**config.mk**
```make
export PLATFORM = sky130hd
export DESIGN_NAME = event_flag_notify_queue_top
export DESIGN_NICKNAME = d
export VERILOG_FILES = /design/src/efnq_pkg.sv /design/src/event_flag_notify_queue_top.sv
export SDC_FILE = /design/constraint.sdc
export NUM_CORES = 1
export LEC_CHECK = 0
export BUFFER_PORTS_ARGS = -buffer_cell sky130_fd_sc_hd__buf_4
export CAP_MARGIN = 20
export CORE_ASPECT_RATIO = 0.9
export CORE_MARGIN = 3
export CORE_UTILIZATION = 40
export CTS_CLUSTER_SIZE = 40
export DETAILED_ROUTE_END_ITERATION = 16
export RECOVER_POWER = 100
export SKIP_LAST_GASP = 1
export SYNTH_ARGS = -nofsm -noshare
export SYNTH_HDL_FRONTEND = slang
export SYNTH_SLANG_ARGS = --single-unit
```
**constraint.sdc**
```tcl
create_clock -name clk -period 8.45 [get_ports clk]
set_input_delay 1.2675 -clock clk [delete_from_list [all_inputs] [get_ports clk]]
set_output_delay 1.2675 -clock clk [all_outputs]
set_load 0.01 [all_outputs]
```
**src/efnq_pkg.sv**
```systemverilog
`timescale 1ns / 1ps
// ----------------------------------------------------------------------------
// efnq_pkg
// Shared widths, operation codes and record layout for the event flag queue.
// ----------------------------------------------------------------------------
package efnq_pkg;

  localparam int NUM_EVENTS    = 16;
  localparam int CONSUMER_BITS = 8;

  localparam int IDX_W  = $clog2(NUM_EVENTS);
  localparam int CNT_W  = $clog2(NUM_EVENTS + 1);
  localparam int FLAG_W = 32;
  localparam int CID_W  = 8;

  localparam int IN_DATA_W  = 48;
  localparam int IN_USER_W  = 3;
  localparam int OUT_DATA_W = 48;

  // Operation codes carried on the input tuser.
  localparam logic [2:0] KIND_INIT  = 3'd0;
  localparam logic [2:0] KIND_SET   = 3'd1;
  localparam logic [2:0] KIND_CLEAR = 3'd2;
  localparam logic [2:0] KIND_READ  = 3'd3;
  localparam logic [2:0] KIND_POP   = 3'd4;

  typedef struct packed {
    logic [FLAG_W-1:0]        flags;
    logic [CONSUMER_BITS-1:0] cid;
    logic                     present;
  } rec_t;

endpackage

```
**src/event_flag_notify_queue_top.sv**
```systemverilog
`timescale 1ns / 1ps
// ----------------------------------------------------------------------------
// event_flag_notify_queue_top
// Event flag records with a duplicate-free queue of pending consumers.
// ----------------------------------------------------------------------------
// Usage:
//   The slave stream carries one operation per item: tuser holds the kind
//   (init, set bits, clear bits, read bits, pop next consumer) and tdata holds
//   the record index, bit mask, consumer id and consumer-given flag. Every
//   item produces exactly one result item on the master stream holding the
//   old flag word, the popped consumer with its valid flag, and whether the
//   pending queue still holds entries.
//   Records live in one synchronous memory with a registered read. An item is
//   read in the cycle it is accepted; its write back, if any, and its result
//   follow together once the output register is free. A pop on a non-empty
//   queue first reads the queue memory at the head and then the record it
//   names, and only then writes its result.
//   One item is in flight at a time: the input takes a new item once the
//   previous result sits in the output register.
//   If the receiver stalls, the finished result is held in the output
//   register; the next item may still be accepted and read, but its write
//   back waits until the output register is free.
//   Reset (synchronous, active high) clears the per-record valid bits, the
//   queued marks and the queue pointers, so every record reads as zero; no
//   clearing pass is needed. The queue memory itself is not cleared.
// ----------------------------------------------------------------------------
module event_flag_notify_queue_top (
  input  logic                           clk,
  input  logic                           rst,
  // s_tdata: event_index[3:0], bit_mask[35:4], consumer_id[43:36],
  // consumer_given[44], zero fill[47:45]
  input  logic                           s_tvalid,
  output logic                           s_tready,
  input  logic [efnq_pkg::IN_DATA_W-1:0] s_tdata,
  // s_tuser: kind[2:0]
  input  logic [efnq_pkg::IN_USER_W-1:0] s_tuser,
  // m_tdata: old_bits[31:0], popped_valid[32], popped_consumer[40:33],
  // queue_not_empty[41], zero fill[47:42]
  output logic                           m_tvalid,
  input  logic                           m_tready,
  output logic [efnq_pkg::OUT_DATA_W-1:0] m_tdata
);
  import efnq_pkg::*;

  typedef enum logic [1:0] {S_IDLE, S_REC, S_FIFO, S_POP} state_t;

  state_t state;

  // Latched operation.
  logic [2:0]               op_kind;
  logic [IDX_W-1:0]         op_idx;
  logic [FLAG_W-1:0]        op_mask;
  logic [CONSUMER_BITS-1:0] op_cid;
  logic                     op_given;
  logic                     op_ok;

  // Storage.
  rec_t                     rec_mem [NUM_EVENTS];
  logic [NUM_EVENTS-1:0]    rec_valid;
  logic [NUM_EVENTS-1:0]    queued;
  logic [IDX_W-1:0]         fifo_mem [NUM_EVENTS];
  logic [IDX_W-1:0]         fifo_head;
  logic [IDX_W-1:0]         fifo_tail;
  logic [CNT_W-1:0]         fifo_count;

  // Read data registers.
  rec_t                     rec_q;
  logic                     rec_vld_q;
  logic [IDX_W-1:0]         fifo_q;

  logic                     accept;
  logic                     out_free;
  logic [IDX_W-1:0]         in_idx;
  logic [IDX_W-1:0]         rd_addr;
  logic                     rd_en;
  rec_t                     rec_eff;
  logic                     in_ok;

  // Write-back and result logic.
  logic                     rec_we;
  logic [IDX_W-1:0]         rec_waddr;
  rec_t                     rec_wdata;
  logic                     enq;
  logic                     deq;
  logic [FLAG_W-1:0]        res_old;
  logic                     res_pv;
  logic [CID_W-1:0]         res_pc;
  logic                     finish;
  logic [CNT_W-1:0]         count_next;
  logic [IDX_W-1:0]         head_next;
  logic [IDX_W-1:0]         tail_next;

  assign s_tready = (state == S_IDLE);
  assign accept   = s_tvalid && s_tready;
  assign out_free = !m_tvalid || m_tready;
  assign in_idx   = s_tdata[IDX_W-1:0];
  assign in_ok    = 32'(s_tdata[3:0]) < NUM_EVENTS;
  assign rec_eff  = rec_vld_q ? rec_q : '0;

  // The record port is read at the item's index on acceptance, or at the
  // queue entry once it has come out of the queue memory.
  always_comb begin
    rd_addr = in_idx;
    rd_en   = accept;
    if (state == S_FIFO) begin
      rd_addr = fifo_q;
      rd_en   = 1'b1;
    end
  end

  always_comb begin
    rec_we    = 1'b0;
    rec_waddr = op_idx;
    rec_wdata = rec_eff;
    enq       = 1'b0;
    deq       = 1'b0;
    res_old   = '0;
    res_pv    = 1'b0;
    res_pc    = '0;
    finish    = 1'b0;
    if (state == S_REC && out_free) begin
      finish = 1'b1;
      if (op_ok) begin
        case (op_kind)
          KIND_INIT: begin
            rec_we            = 1'b1;
            rec_wdata.flags   = '0;
            rec_wdata.present = op_given;
            rec_wdata.cid     = op_given ? op_cid : '0;
          end
          KIND_SET, KIND_CLEAR: begin
            rec_we          = 1'b1;
            res_old         = rec_eff.flags;
            rec_wdata.flags = (op_kind == KIND_SET) ? (rec_eff.flags | op_mask)
                                                    : (rec_eff.flags & ~op_mask);
            enq = rec_eff.present && !queued[op_idx] &&
                  (32'(fifo_count) < NUM_EVENTS);
          end
          KIND_READ: begin
            res_old = rec_eff.flags;
          end
          default: begin
          end
        endcase
      end
    end else if (state == S_POP && out_free) begin
      finish    = 1'b1;
      deq       = 1'b1;
      rec_waddr = fifo_q;
      res_pv    = rec_eff.present;
      res_pc    = rec_eff.present ? CID_W'(rec_eff.cid) : '0;
    end
  end

  always_comb begin
    head_next  = (32'(fifo_head) + 1 >= NUM_EVENTS) ? '0 : fifo_head + 1'b1;
    tail_next  = (32'(fifo_tail) + 1 >= NUM_EVENTS) ? '0 : fifo_tail + 1'b1;
    count_next = fifo_count;
    if (enq) begin
      count_next = fifo_count + 1'b1;
    end else if (deq) begin
      count_next = fifo_count - 1'b1;
    end
  end

  // Memories.
  always_ff @(posedge clk) begin
    if (rd_en) begin
      rec_q     <= rec_mem[rd_addr];
      rec_vld_q <= rec_valid[rd_addr];
    end
    if (rec_we) begin
      rec_mem[rec_waddr] <= rec_wdata;
    end
    if (accept) begin
      fifo_q <= fifo_mem[fifo_head];
    end
    if (enq) begin
      fifo_mem[fifo_tail] <= op_idx;
    end
  end

  // Control state and registered outputs.
  always_ff @(posedge clk) begin
    if (rst) begin
      state      <= S_IDLE;
      rec_valid  <= '0;
      queued     <= '0;
      fifo_head  <= '0;
      fifo_tail  <= '0;
      fifo_count <= '0;
      m_tvalid   <= 1'b0;
    end else begin
      case (state)
        S_IDLE: begin
          if (accept) begin
            if (s_tuser == KIND_POP && fifo_count != '0) begin
              state <= S_FIFO;
            end else begin
              state <= S_REC;
            end
          end
        end
        S_FIFO: begin
          state <= S_POP;
        end
        S_REC, S_POP: begin
          if (finish) begin
            state <= S_IDLE;
          end
        end
        default: begin
          state <= S_IDLE;
        end
      endcase
      if (rec_we) begin
        rec_valid[rec_waddr] <= 1'b1;
      end
      if (enq) begin
        queued[op_idx] <= 1'b1;
        fifo_tail      <= tail_next;
      end
      if (deq) begin
        queued[fifo_q] <= 1'b0;
        fifo_head      <= head_next;
      end
      fifo_count <= count_next;
      if (finish) begin
        m_tvalid <= 1'b1;
      end else if (m_tready) begin
        m_tvalid <= 1'b0;
      end
    end
  end

  // Payload registers.
  always_ff @(posedge clk) begin
    if (accept) begin
      op_kind  <= s_tuser;
      op_idx   <= in_idx;
      op_mask  <= s_tdata[35:4];
      op_cid   <= s_tdata[36 +: CONSUMER_BITS];
      op_given <= s_tdata[44];
      op_ok    <= in_ok;
    end
    if (finish) begin
      m_tdata <= {6'b0, (count_next != '0), res_pc, res_pv, res_old};
    end
  end

  // The queue never exceeds the number of records.
  a_count_bound: assert property (@(posedge clk) disable iff (rst)
    32'(fifo_count) <= NUM_EVENTS)
    else $error("pending queue count exceeds record count");

  // Each queued record is marked exactly once.
  a_marks_match: assert property (@(posedge clk) disable iff (rst)
    $countones(queued) == 32'(fifo_count))
    else $error("queued marks disagree with queue count");

  // Only one item is in flight.
  a_one_in_flight: assert property (@(posedge clk) disable iff (rst)
    accept |=> !s_tready)
    else $error("second item accepted while one is in flight");

  // A pop result never carries a flag word.
  a_pop_no_flags: assert property (@(posedge clk) disable iff (rst)
    (m_tvalid && m_tdata[32]) |-> (m_tdata[31:0] == '0))
    else $error("popped result carries flag bits");

  // A result is only produced when the output register is free.
  a_no_overwrite: assert property (@(posedge clk) disable iff (rst)
    (m_tvalid && !m_tready) |=> $stable(m_tdata))
    else $error("stalled result overwritten");

endmodule

```
==> flow_metrics.tcl <==
set metrics [dict create \
    ir_drop_uv 159 \
    arrival_ps 6640 \
    cp_cell_sequence "clkbuf_4, nand2b_1, nand3_1, nor3b_1, o21ai_0, nor2_1, clkbuf_1" \
    die_h_um 287 \
    first_pass_iters 5 \
    path_delay_family "simple AND/OR/NAND/NOR gates" \
    slowest_delay_ps 2090 \
    ctsLongestPathBuffers 3 \
    final_nets 2071 \
    whs_path_depth 2 \
    clock_skew_ps 19.0 \
    ys_ff_latch 904 \
    rrSetupSlack_ps 2110 \
    gp_congestion 0.766 \
    violations "capacitance limit, slew limit" \
    worstReg2RegEnd "rec_vld_q" \
    cts.sinks 904 \
    synth-seq-area-share_pct 75.7 \
    postSynth.asyncResetShare_pct 0 \
    hold_viol_final 0 \
    diodes 0 \
    max_freq_mhz 155 \
    area_delta_synth_final_pct 13.1 \
    grt_max_degree 137 \
    grt_first_pass_wirelength_um 122000 \
    start_util_pct 40.6 \
    synth-edff-count 856 \
    drtAntennaViolNets 0 \
    antenna_found_initial 0 \
    drc_errors 0 \
    slowest_stage "clkbuf_1" \
    wl_per_cell_um 25.5 \
    fp.dieW_um 319 \
    drt_iter0_drc 1866 \
    r2r_start "state[0]" \
    yosysUniqueCellTypes 46 \
    slew-limit-headroom_pct -187 \
    end_kind "flop" \
    grt_overflow 0 \
    ctsHtreeMaxLevel 3 \
    layout_common_cells "edfxtp_1 (856), mux4_2 (190), nand2_1 (155)" \
    portBuffers 95 \
    grt_pass1_vias 18200 \
    outcome "finished with violations" \
    period_share_pct 76.3 \
    slew_violations 930 \
    dieArea_um2 91600 \
    dpl_cell_area_um2 37300 \
    ys_warn_count 0 \
    ios 105 \
    p_leak_uw 0.0126 \
    syn_area_um2 35200 \
    worst_pin_slew_ps 4310 \
    clk_pin_slew_ps 60 \
    hold_path.class "flop to flop" \
    worstHoldStart "rec_valid[12]" \
    setup_viol 0 \
    num_vias 18000 \
    synth_cells 1886 \
    cp_max_fo 31 \
    cts_resized 0 \
    layout_commonest_cell "edfxtp_1" \
    r2r_cells 8 \
    synthFlopType "edfxtp_1" \
    cp_data_required_time_ps 8640 \
    nFillCells 7296 \
    critPathLaunchType "primary input" \
    hold_buffers 0 \
    synth_top_area_share_pct 73.0 \
    tritoncts "yes" \
    hpwl_um 41600 \
    finalInstanceArea_um2 39800 \
    post-route-util_pct 45.9 \
    power.density_nw_per_um2 238 \
    period_needed_ps 6450 \
    totalWireLength_um 82200 \
    grt_use_total_pct 18.0 \
    layout-drive-gt1-share_pct 19.5 \
    rows 102 \
    synth.area.top_cells "edfxtp_1 (73%), mux4_2 (12%), dfxtp_1 (2.7%)" \
    setup.worst_path.class "primary input to flop" \
    yosysTopAreaCell "edfxtp_1" \
    vias_per_cell 5.57 \
    postCtsSetupRepairBufs 0 \
    design.core.area_um2 86700 \
    maxCapViolations 25 \
    cp_num_buf_inv 2 \
    cts_buffers 91 \
    insertion_delay_ps 660 \
    syn_avg_cell_area_um2 18.7 \
    rsz0062_at_grt "false" \
    hold_ws_ps 472 \
    min_to "rec_valid[12]" \
    cts_root_buf "clkbuf_16" \
    tns_ps 0 \
]
-- worst max path at each step --
stage,startpoint,endpoint,slack [ps],depth (start not counted)
after floorplan,m_tready,rec_mem[5][0],3880,5
after global placement,m_tready,rec_mem[1][5],2980,7
after detailed placement,m_tready,fifo_mem[1][3],2990,8
after CTS,m_tready,fifo_mem[1][1],3680,8
after global routing,m_tready,fifo_mem[1][2],1700,8
final,m_tready,rec_mem[5][17],2000,7
-- stage by stage --
step           worst slack [ps]  total power, uW  cells
6_report                   2000             9460   3226
5_1_grt                    1700             9790   3226
4_1_cts                    3680             9560   3223
3_5_place_dp               2990             5610   3056
3_3_place_gp               2980             5600   3054
2_1_floorplan              3880             5420   1891
-- cell usage after synthesis, drive strengths merged, types with 6 or more instances --
master / instances
a31oi: 88
and2: 56
inv: 7
nand3: 16
mux2i: 9
o21ai: 15
nand2: 155
a21oi: 59
nor2: 128
nor3: 10
ha: 8
a311oi: 6
mux4: 190
buf: 50
nor2b: 7
dfxtp: 48
edfxtp: 856
clkbuf: 73
a211oi: 56
-- sequential cells by signal, summed over array words and instances, names as in the netlist --
register and cells:
fifo_count 5, fifo_head 4, fifo_mem 64, fifo_q 4
fifo_tail 4, m_tdata 42, m_tvalid 1, op_cid 8
op_given 1, op_idx 4, op_kind 3, op_mask 32
queued 16, rec_mem 656, rec_q 41, rec_valid 16
rec_vld_q 1, state 2
-- routing by layer --
layer	up-vias	global-route usage, %	routed length (um)
li1	7818	-	-
met1	9430	25.5	35900
met4	0	4.06	1460
met3	115	3.26	5090
met5	-	0	0
met2	596	29.2	39800
-- kinds of logic after synthesis --
family                   after synthesis  synth area share [%]
other                                  1                0.0106
adder cells (fa/ha/maj)                8                 0.284
multiplexers                         203                  12.6
buffers and inverters                130                  1.93
flip-flops                           904                  75.7
AO/OA/AOI/OAI                        240                  4.34
AND/OR/NAND/NOR                      394                  4.95
XOR/XNOR                               6                 0.149
-- power by group --
group | internal (uW) | total, uW | switching (uW)
clock network | 2240 | 3950 | 1700
registers | 5020 | 5050 | 32.5
logic | 158 | 464 | 307
total | 7420 | 9460 | 2040
-- tightest hold or removal path: stages, from the launching register on --
cell and delay (ps):
dfxtp_1 320, a21oi_1 40, nor2_1 70
-- final cells by class --
cell class	count	area, um2	area share, %
inverters	7	26.3	0.0660
flip-flops and latches	904	26700	67.0
clock inverters	54	510	1.28
repair buffers	147	783	1.97
multi-input cells	857	7970	20.0
clock buffers	113	2430	6.11
well taps	1144	1430	3.59
(Power assumes the default switching activity.)
